--- src/sv/assert_macros.svh ---
// assertion macros used by the top level of the pixel clamp block
// each macro checks a property on the rising edge of clk_i, off during reset
`ifndef ASSERT_MACROS_SVH
`define ASSERT_MACROS_SVH

// plain property check on the block clock
`define ASSERT_CLK(label, prop, msg) \
  label: assert property (@(posedge clk_i) disable iff (!rst_ni) (prop)) else $error(msg);

// implication whose consequent is checked in the next cycle
`define ASSERT_NEXT(label, ante, cons, msg) \
  label: assert property (@(posedge clk_i) disable iff (!rst_ni) (ante) |=> (cons)) \
    else $error(msg);

`endif

--- src/sv/pcba_pkg.sv ---
// shared types and constants of the pixel clamp / recursive box average block
// no dependencies
package pcba_pkg;

  // line store depth, a power of two; the column index wraps modulo this
  localparam int LINE_WIDTH = 1024;
  localparam int ADDR_W     = $clog2(LINE_WIDTH);

  localparam int COORD_W = 10;
  localparam int IN_W    = 16;
  localparam int CHAN_W  = 8;
  localparam int PIX_W   = 3 * CHAN_W;

  localparam int S_FIELDS_W = 2 * COORD_W + 3 * IN_W;
  localparam int S_TDATA_W  = ((S_FIELDS_W + 7) / 8) * 8;
  localparam int M_FIELDS_W = 2 * COORD_W + 3 * CHAN_W;
  localparam int M_TDATA_W  = ((M_FIELDS_W + 7) / 8) * 8;

  localparam int FIFO_DEPTH = 2;
  localparam int CNT_W      = $clog2(FIFO_DEPTH + 1);
  localparam int PTR_W      = $clog2(FIFO_DEPTH);

  // one result transaction, x in the lowest bits
  typedef struct packed {
    logic [CHAN_W-1:0]  blue;
    logic [CHAN_W-1:0]  green;
    logic [CHAN_W-1:0]  red;
    logic [COORD_W-1:0] y;
    logic [COORD_W-1:0] x;
  } pix_out_t;

  // status of the output queue seen by the pipeline
  typedef struct packed {
    logic             full;
    logic [CNT_W-1:0] count;
  } fifo_stat_t;

endpackage

--- src/sv/pcba_out_fifo.sv ---
// two-entry output queue of the merged result transactions
// depends on pcba_pkg
module pcba_out_fifo import pcba_pkg::*; (
  input  logic                 clk_i,
  input  logic                 rst_ni,
  input  logic                 push_i,
  input  pix_out_t             push_data_i,
  output fifo_stat_t           stat_o,
  output logic                 m_axis_tvalid_o,
  input  logic                 m_axis_tready_i,
  output logic [M_TDATA_W-1:0] m_axis_tdata_o
);

  pix_out_t         mem_q [FIFO_DEPTH];
  logic [PTR_W-1:0] wr_ptr_q, rd_ptr_q;
  logic [CNT_W-1:0] count_q, count_d;
  logic             pop;

  assign pop = (count_q != '0) && m_axis_tready_i;

  // occupancy
  always_comb begin
    count_d = count_q;
    if (push_i && !pop) begin
      count_d = count_q + CNT_W'(1);
    end else if (pop && !push_i) begin
      count_d = count_q - CNT_W'(1);
    end
  end

  // pointers and count
  always_ff @(posedge clk_i or negedge rst_ni) begin
    if (!rst_ni) begin
      wr_ptr_q <= '0;
      rd_ptr_q <= '0;
      count_q  <= '0;
    end else begin
      count_q <= count_d;
      if (push_i) begin
        wr_ptr_q <= wr_ptr_q + PTR_W'(1);
      end
      if (pop) begin
        rd_ptr_q <= rd_ptr_q + PTR_W'(1);
      end
    end
  end

  // entries
  always_ff @(posedge clk_i) begin
    if (push_i) begin
      mem_q[wr_ptr_q] <= push_data_i;
    end
  end

  assign stat_o.full     = (count_q == CNT_W'(FIFO_DEPTH));
  assign stat_o.count    = count_q;
  assign m_axis_tvalid_o = (count_q != '0);
  assign m_axis_tdata_o  = {{(M_TDATA_W - M_FIELDS_W){1'b0}}, mem_q[rd_ptr_q]};

endmodule

--- config.mk ---
export PLATFORM = sky130hd
export DESIGN_NAME = pcba_out_fifo
export DESIGN_NICKNAME = d
export VERILOG_FILES = /design/src/sv/assert_macros.svh /design/src/sv/pcba_pkg.sv /design/src/sv/pcba_out_fifo.sv
export SDC_FILE = /design/constraint.sdc
export NUM_CORES = 1
export LEC_CHECK = 0
export BUFFER_PORTS_ARGS = -buffer_cell sky130_fd_sc_hd__buf_2
export CAP_MARGIN = 20
export CORE_ASPECT_RATIO = 1.2
export CORE_MARGIN = 10
export CORE_UTILIZATION = 45
export CTS_BUF_LIST = sky130_fd_sc_hd__clkbuf_16
export DETAILED_ROUTE_END_ITERATION = 10
export GPL_TIMING_DRIVEN = 0
export PLACE_DENSITY = 0.69
export SLEW_MARGIN = 5
export SYNTH_ARGS = -nofsm -noshare
export SYNTH_HDL_FRONTEND = slang
export SYNTH_SLANG_ARGS = --single-unit
--- constraint.sdc ---
create_clock -name clk_i -period 4.04 [get_ports clk_i]
set_input_delay 0.808 -clock clk_i [delete_from_list [all_inputs] [get_ports clk_i]]
set_output_delay 0.808 -clock clk_i [all_outputs]
set_load 0.02 [all_outputs]
==> results.yml <==
outcome:
  status: "finished, final reports clean"
grt:
  grt_pass1_vias: 1967
  grt_pass1_wl_um: 10400
  grt_start_max_net_pins: 27
  antenna_found_initial: 1
  overflow: 0
  grt_use_total_pct: 11.5
setup_path:
  end_kind: "primary output"
  arrival_ns: 1.47
  slowest_stage: "dfrtp_1"
  required_ns: 3.23
  critPathTopFamily: "buffers and inverters"
  crit_cells: 4
  crit_start: "rd_ptr_q"
  crit_fanout: 10
  timing.rr.start: "wr_ptr_q"
  critPathMaxStageDelay_ns: 0.37
  rr_worst_depth: 2
  crit_buf_inv: 3
  crit_chain: "buf_6 -> buf_12 -> mux2_4 -> buf_2"
  cp-start-kind: "flip-flop"
  critical_path_class: "flip-flop to primary output"
clock_network:
  root_buffer: "clkbuf_16"
  clk_latency_ns: 0.33
  postCtsSetupRepairBufs: 0
  cts_sinks: 92
  hold_buffers: 0
  clkTransAtPathRegs_ns: 0.06
  htreeDepth: 3
  cts_resized: 0
  cts_max_path_buffers: 2
  cts_tree: "built"
  cts_buffers: 9
yosys:
  synth_cells: 158
  avgSynthCellArea_um2: 22.8
  netlist_top_cells_count: "edfxtp_1, mux2_4, mux2_2"
  synth_edf_count: 88
  synth_area_um2: 3600
  async_reset_ff_share_pct: 4.35
  synth-seq-cells: 92
  yosysUniqueCellTypes: 16
  yosysMostFrequentCell: "edfxtp_1"
  synth_warnings: 0
  yosys.area.top_type: "edfxtp_1"
  synth_area_leaders: "edfxtp_1, mux2_4, dfrtp_1, buf_12, mux2_2"
  yosysSeqAreaShare_pct: 76.2
  synth_top_area_share_pct: 73.4
  synthFlopType: "edfxtp_1"
final_layout:
  drive_gt1_share_pct: 60.2
  nets: 318
  synthToLayoutAreaGrowth_pct: 26.7
  final_util_pct: 58.8
sta:
  tns_ns: 0
  tightestPinTransition_ns: 0.602
  fin_crit_sh_pct: 56.3
  period_minus_slack_ns: 2.27
  slew_headroom_pct: 59.8
  finalSetupViolations: 0
  hold_violations: 0
  clock_skew_ns: 0.00402
  drv_slew: 0
  fmax_mhz: 440
  rsz0062_at_grt: "false"
power_and_ir_drop:
  irDropWorstVdd_mv: 0.446
  p_per_area_nw_per_um2: 755
  net-switching-power_mw: 1.05
  p_leak_nw: 1.88
  combPwrFrac_pct: 36.8
  switching_share_pct: 30.4
  power_frac_seq_pct: 38.5
  clock_power_share_pct: 24.7
  intPower_mw: 2.39
drt:
  drt_drc_violations_left: 0
  drt-initial-drc-count: 59
  vias: 1732
  viasPerCell: 4.72
  drt_wl_total_um: 6520
  wl_per_cell_um: 17.8
  firstDrtPassIters: 4
  ant_nets: 0
floorplan:
  core_um2: 7750
  initial_core_util_pct: 46.4
  io_pins: 100
  dieArea_um2: 12000
  die_h_um: 118
  num_rows: 35
  die_w_um: 102
min_path:
  hold_class: "primary input to async pin"
placed_design:
  dpl.hpwl_um: 4700
  io_buffer_count: 95
  gp_congestion: 0.670
flow_run:
  maxCapViolations: 0
==> power by group through the flow <==
stage / sequential [mW] / clock (mW) / combinational, mW
floorplan: 1.35 / 0 / 0.922
global placement: 1.35 / 0 / 1.26
detailed placement: 1.35 / 0 / 1.30
CTS: 1.33 / 0.877 / 1.30
global route: 1.35 / 0.914 / 1.35
finish: 1.33 / 0.850 / 1.27
==> worst paths after layout <==
check,to,slack [ns]
setup / recovery,m_axis_tdata_o[1],1.77
hold / removal,count_q[1],0.28
setup reg to reg,mem_q[0][12],2.52
hold reg to reg,count_q[1],0.51
max in group asynchronous,rd_ptr_q,3.64
min in group clk_i,count_q[1],0.51
==> through the flow <==
stage	setup WS [ns]	power [mW]	area [um2]	hold WS, ns	std cells
finish	1.77	3.44	4560	0.279	367
floorplan	0.821	2.28	3610	0.455	161
global placement	-0.467	2.61	4200	0.469	348
CTS	1.74	3.51	4560	0.264	366
global route	1.69	3.62	4560	0.261	366
detailed placement	1.93	2.64	4250	0.497	350
==> layout make-up <==
cell class | instances | area, um2
multi-input combinational | 60 | 754
clock buffer | 9 | 225
antenna | 1 | 2.50
sequential | 92 | 2740
buffer | 9 | 121
fill | 575 | 3190
timing repair buffer | 97 | 515
tap | 92 | 115
clock inverter | 7 | 83.8
==> worst register-to-register path, cell delays in order (launching register included) <==
cell and delay, ns:
dfrtp_1 0.42, nor2b_4 0.51, buf_12 0.28
==> cell usage in the layout, fill, tap and decap left out, types with 2 or more instances in the layout <==
master and instances:
buf_2 95, edfxtp_1 88, mux2_4 39, clkbuf_16 9, buf_12 6, mux2_2 5, buf_4 4, conb_1 4
dfrtp_1 4, xor2_1 3, xnor2_1 2, inv_1 2, bufinv_16 2
==> registers in the layout, indices dropped and copies added, names as in the netlist <==
register  cells
mem_q        88
count_q       2
rd_ptr_q      1
wr_ptr_q      1
==> layer usage <==
layer	global-route usage [%]	wire [um]
met1	11.5	2410
met2	19.9	3580
met3	5.70	487
met4	4.30	33
met5	0	7
==> logic make-up after synthesis <==
family | synth area share, %
buffers and inverters | 3.37
XOR/XNOR | 1.22
adder cells (fa/ha/maj) | 0.348
multiplexers | 17.8
AND/OR/NAND/NOR | 0.904
other | 0.104
flip-flops | 76.2
(Power assumes the default switching activity.)
