===== src/sv/assert_macros.svh =====
// assertion macros used by the top level of the pixel clamp block
// each macro checks a property on the rising edge of clk_i, off during reset
`ifndef ASSERT_MACROS_SVH
`define ASSERT_MACROS_SVH

// plain property check on the block clock
`define ASSERT_CLK(label, prop, msg) \
  label: assert property (@(posedge clk_i) disable iff (!rst_ni) (prop)) else $error(msg);

// implication whose consequent is checked in the next cycle
`define ASSERT_NEXT(label, ante, cons, msg) \
  label: assert property (@(posedge clk_i) disable iff (!rst_ni) (ante) |=> (cons)) \
    else $error(msg);

`endif


===== src/sv/pcba_pkg.sv =====
// shared types and constants of the pixel clamp / recursive box average block
// no dependencies
package pcba_pkg;

  // line store depth, a power of two; the column index wraps modulo this
  localparam int LINE_WIDTH = 1024;
  localparam int ADDR_W     = $clog2(LINE_WIDTH);

  localparam int COORD_W = 10;
  localparam int IN_W    = 16;
  localparam int CHAN_W  = 8;
  localparam int PIX_W   = 3 * CHAN_W;

  localparam int S_FIELDS_W = 2 * COORD_W + 3 * IN_W;
  localparam int S_TDATA_W  = ((S_FIELDS_W + 7) / 8) * 8;
  localparam int M_FIELDS_W = 2 * COORD_W + 3 * CHAN_W;
  localparam int M_TDATA_W  = ((M_FIELDS_W + 7) / 8) * 8;

  localparam int FIFO_DEPTH = 2;
  localparam int CNT_W      = $clog2(FIFO_DEPTH + 1);
  localparam int PTR_W      = $clog2(FIFO_DEPTH);

  // one result transaction, x in the lowest bits
  typedef struct packed {
    logic [CHAN_W-1:0]  blue;
    logic [CHAN_W-1:0]  green;
    logic [CHAN_W-1:0]  red;
    logic [COORD_W-1:0] y;
    logic [COORD_W-1:0] x;
  } pix_out_t;

  // status of the output queue seen by the pipeline
  typedef struct packed {
    logic             full;
    logic [CNT_W-1:0] count;
  } fifo_stat_t;

endpackage


===== src/sv/pcba_lane.sv =====
// one colour channel lane: q8.8 scale by 255 with clamp, then optional 2x2 average
// depends on pcba_pkg
module pcba_lane import pcba_pkg::*; (
  input  logic                     clk_i,
  input  logic                     load_i,
  input  logic signed [IN_W-1:0]   chan_i,
  input  logic                     avg_en_i,
  input  logic        [CHAN_W-1:0] left_i,
  input  logic        [CHAN_W-1:0] up_i,
  input  logic        [CHAN_W-1:0] upleft_i,
  output logic        [CHAN_W-1:0] result_o
);

  logic [IN_W+CHAN_W-1:0] prod;
  logic [IN_W-1:0]        prod_hi;
  logic [CHAN_W-1:0]      scaled_d, scaled_q;
  logic [CHAN_W+1:0]      sum;

  // v * 255 = (v << 8) - v, then >> 8 and saturate
  always_comb begin
    prod    = {chan_i, {CHAN_W{1'b0}}} - {{CHAN_W{1'b0}}, chan_i};
    prod_hi = prod[IN_W+CHAN_W-1:CHAN_W];
    if (chan_i[IN_W-1] || (chan_i == '0)) begin
      scaled_d = '0;
    end else if (|prod_hi[IN_W-1:CHAN_W]) begin
      scaled_d = {CHAN_W{1'b1}};
    end else begin
      scaled_d = prod_hi[CHAN_W-1:0];
    end
  end

  // clamped value held while the pixel waits for its upper neighbour
  always_ff @(posedge clk_i) begin
    if (load_i) begin
      scaled_q <= scaled_d;
    end
  end

  // floor of the four-pixel mean when averaging is enabled, else the clamped value
  always_comb begin
    sum = {2'b00, scaled_q} + {2'b00, left_i} + {2'b00, up_i} + {2'b00, upleft_i};
    result_o = avg_en_i ? sum[CHAN_W+1:2] : scaled_q;
  end

endmodule


===== config.mk =====
export PLATFORM = sky130hd
export DESIGN_NAME = pcba_lane
export DESIGN_NICKNAME = d
export VERILOG_FILES = /design/src/sv/assert_macros.svh /design/src/sv/pcba_pkg.sv /design/src/sv/pcba_lane.sv
export SDC_FILE = /design/constraint.sdc
export NUM_CORES = 1
export LEC_CHECK = 0
export BUFFER_PORTS_ARGS = -buffer_cell sky130_fd_sc_hd__buf_2
export CAP_MARGIN = 15
export CORE_MARGIN = 4
export CORE_UTILIZATION = 48
export DETAILED_ROUTE_END_ITERATION = 6
export PLACE_DENSITY = 0.85
export SLEW_MARGIN = 20
export SYNTH_ARGS = -nofsm -noshare
export SYNTH_HDL_FRONTEND = slang
export SYNTH_SLANG_ARGS = --single-unit

===== constraint.sdc =====
create_clock -name clk_i -period 2.9 [get_ports clk_i]
set_clock_uncertainty 0.2 [all_clocks]
set_input_delay 0.145 -clock clk_i [delete_from_list [all_inputs] [get_ports clk_i]]
set_output_delay 0.145 -clock clk_i [all_outputs]
set_load 0.02 [all_outputs]

==> run_results.csv <==
group,metric,value,unit
sta,setup_slack,-0.2716,ns
cells_and_area,final_cell_area,2241,sq um
critical_path,critPathMaxFanout,2,
grt,grt_max_degree,10,
logic_synthesis,synth-seq-cells,8,
critical_path,critPathKind,"in2out",
cells_and_area,area_growth,29.78,%
logic_synthesis,synth_edf_count,8,
sta,min_period,3.172,ns
cells_and_area,utilization,65.60,%
clocking,cts.path.max_buffers,2,
job,maxCapViolations,0,
cells_and_area,antenna_cells,0,
cells_and_area,regMostFlops,"scaled_q",
placed_design,io_buffers,50,
floorplan,die_area,4621,sq um
cells_and_area,final_common_cell,"inv_1",
critical_path,cp.required,2.56,ns
power,ir_drop,168.6,uV
placed_design,place_congestion,0.9151,
cells_and_area,num-fill-cells,303,
clocking,path_clk_slew,0.05,ns
logic_synthesis,synth_area,1727,sq um
floorplan,start_util,50.55,%
placed_design,post-place-ws,-0.4197,ns
clocking,cts_tree,"built",
cells_and_area,largest_reg_flops,8,
clocking,cts_buffers,3,
critical_path,end_kind,"primary output",
placed_design,place_area,2131,sq um
grt,grt_pass1_vias,1600,
logic_synthesis,synthCells,210,
critical_path,cp-startpoint,"upleft_i[1]",
critical_path,cp-start-kind,"input pin",
routing,wl_per_cell,12.62,um
sta,max_slew_margin,69.40,%
min_path,hp-class,"in2reg",
grt,overflow,0,
sta,setup-violations-final,5,
logic_synthesis,yosys_most_used_dff,"edfxtp_1",
floorplan,rows,21,
routing,dr.first_iter.drc_count,55,
clocking,ctsHoldBuffers,0,
sta,period_share,109.4,%
floorplan,core,3416,sq um
grt,grt_pass1_wl,6.596,mm
sta,max_freq,315.3,MHz
routing,routed_wl,4.013,mm
sta,slew_violations,0,
run_status,violations,"negative setup slack",
placed_design,detailed_place_hpwl,3.480,mm
floorplan,io-pin-count,51,
clocking,root_buffer,"clkbuf_4",
logic_synthesis,yosysWarnings,0,
routing,drt-vias-per-instance,5.252,
floorplan,die_w,67.98,um
cells_and_area,final_cell_mix,"52 x inv_1, 41 x buf_2, 16 x a21oi_1, 15 x fa_1, 15 x buf_4",
logic_synthesis,async_reset_ff_share,0,%
sta,holdWs,0.03107,ns
clocking,clkSinkCount,8,
routing,antenna_left,0,
logic_synthesis,ys_seq_area_share,13.91,%
cells_and_area,largestRegisters,"scaled_q (8)",
logic_synthesis,synth_nets,284,
power,powerDensity,427.9,nW/um^2
cells_and_area,drive_gt1_share,31.62,%
power,p_leak,1.147,nW
cells_and_area,layout.nets,348,
routing,drcViolationCount,0,
sta,rsz0062_at_grt,"true",
run_status,status,"finished with violations",
min_path,min_path_cells,1,
grt,grt_antenna_before_repair,0,
routing,drtPass1Iterations,4,
critical_path,crit_arrival,2.83,ns
sta,finalHoldViolCount,0,
sta,tightest_slew,0.4531,ns
power,finalPower,0.9590,mW
clocking,cts.htree.levels,1,
routing,via_count,1670,
logic_synthesis,syn_avg_cell_area,8.222,sq um
grt,track_usage,18.30,%
floorplan,chipHeight,67.98,um
critical_path,endpoint,"result_o[7]",
logic_synthesis,synth_cell_types,49,
-- worst max-delay path, stage by stage --
cell and delay (ns):
buf_8 0.08, inv_8 0.02, fa_1 0.53, inv_1 0.05, fa_1 0.49, nand3b_1 0.10, fa_2 0.36, nor2b_1 0.13
o21ai_1 0.08, a21boi_1 0.19, o21a_1 0.15, o21a_1 0.18, o41a_1 0.18, buf_6 0.13
-- metal layers --
| layer | track usage (%) | up-vias | share of wire [%] |
|---|---|---|---|
| met5 | 0 | - | 0 |
| met4 | 4.218 | 0 | 0.30 |
| met3 | 2.463 | 2 | 5.1 |
| met2 | 36.34 | 47 | 54 |
| met1 | 20.12 | 780 | 40 |
| li1 | - | 841 | - |
-- worst min path at each step --
| stage | from | endpoint | slack, ns |
|---|---|---|---|
| global placement | load_i | scaled_q[5] | 0.29 |
| detailed placement | load_i | scaled_q[3] | 0.30 |
| global route | load_i | scaled_q[4] | 0.03 |
| CTS | load_i | scaled_q[4] | 0.03 |
| floorplan | load_i | scaled_q[0] | 0.06 |
| finish | load_i | scaled_q[4] | 0.03 |
-- report_power, final --
group          internal (mW)  switching (mW)
clock                 0.0472          0.0361
sequential             0.138         0.00371
combinational          0.352           0.382
-- layout make-up --
cell class	instances	area [sq um]	share of cell area, %
Multi-Input combinational cell	141	1314	58.63
Timing Repair Buffer	61	377.9	16.86
Sequential cell	8	240.2	10.72
Inverter	59	229.0	10.22
Tap cell	46	57.56	2.568
Clock buffer	3	22.52	1.005
-- logic make-up (layout without fill, tap and decap cells) --
| logic type | after synthesis | count (layout) | share of synthesized area, % |
|---|---|---|---|
| flip-flops | 8 | 8 | 13.91 |
| AND/OR/NAND/NOR | 40 | 40 | 13.55 |
| adder cells (fa/ha/maj) | 31 | 31 | 29.42 |
| multiplexers | 3 | 3 | 1.812 |
| AO/OA/AOI/OAI | 57 | 57 | 22.97 |
| buffers and inverters | 61 | 123 | 13.26 |
| XOR/XNOR | 10 | 10 | 5.072 |
-- through the flow --
stage	setup TNS (ns)	instances
2_1_floorplan	-0.08183	210
3_3_place_gp	-1.308	312
3_5_place_dp	-1.646	312
4_1_cts	-1.190	317
5_1_grt	-1.726	318
6_report	-0.9476	318
-- repair_timing --
| item | 4_1_cts | 5_1_grt |
|---|---|---|
| resized for setup | 13 | 11 |
| setup endpoints to repair | 6 | 6 |
| pin swaps | 20 | 11 |
| endpoints found under the hold margin | 0 | 0 |
| buffers inserted | 2 | 1 |
-- synth_stat cells (all sizes together), types with 2 or more instances --
cell / number / share of area (%)
inv: 58 / 13
a21oi: 18 / 5.2
fa: 16 / 19
ha: 15 / 11
edfxtp: 8 / 14
nand2: 8 / 1.7
o21ai: 8 / 2.3
xor2: 6 / 3.0
nor3: 5 / 1.4
o21a: 4 / 1.7
xnor2: 4 / 2.0
a21o: 3 / 1.3
a31oi: 3 / 1.1
and2: 3 / 1.1
nand2b: 3 / 1.1
nand3: 3 / 0.87
nor2: 3 / 0.65
or2: 3 / 1.1
a211o: 2 / 1.0
a211oi: 2 / 1.6
clkbuf: 2 / 0.43
mux2i: 2 / 1.2
nand3b: 2 / 0.87
nor4: 2 / 0.72
o2111ai: 2 / 1.0
o211ai: 2 / 0.87
o41ai: 2 / 1.0
or4: 2 / 1.3
Power figures use the tool's default switching activity.
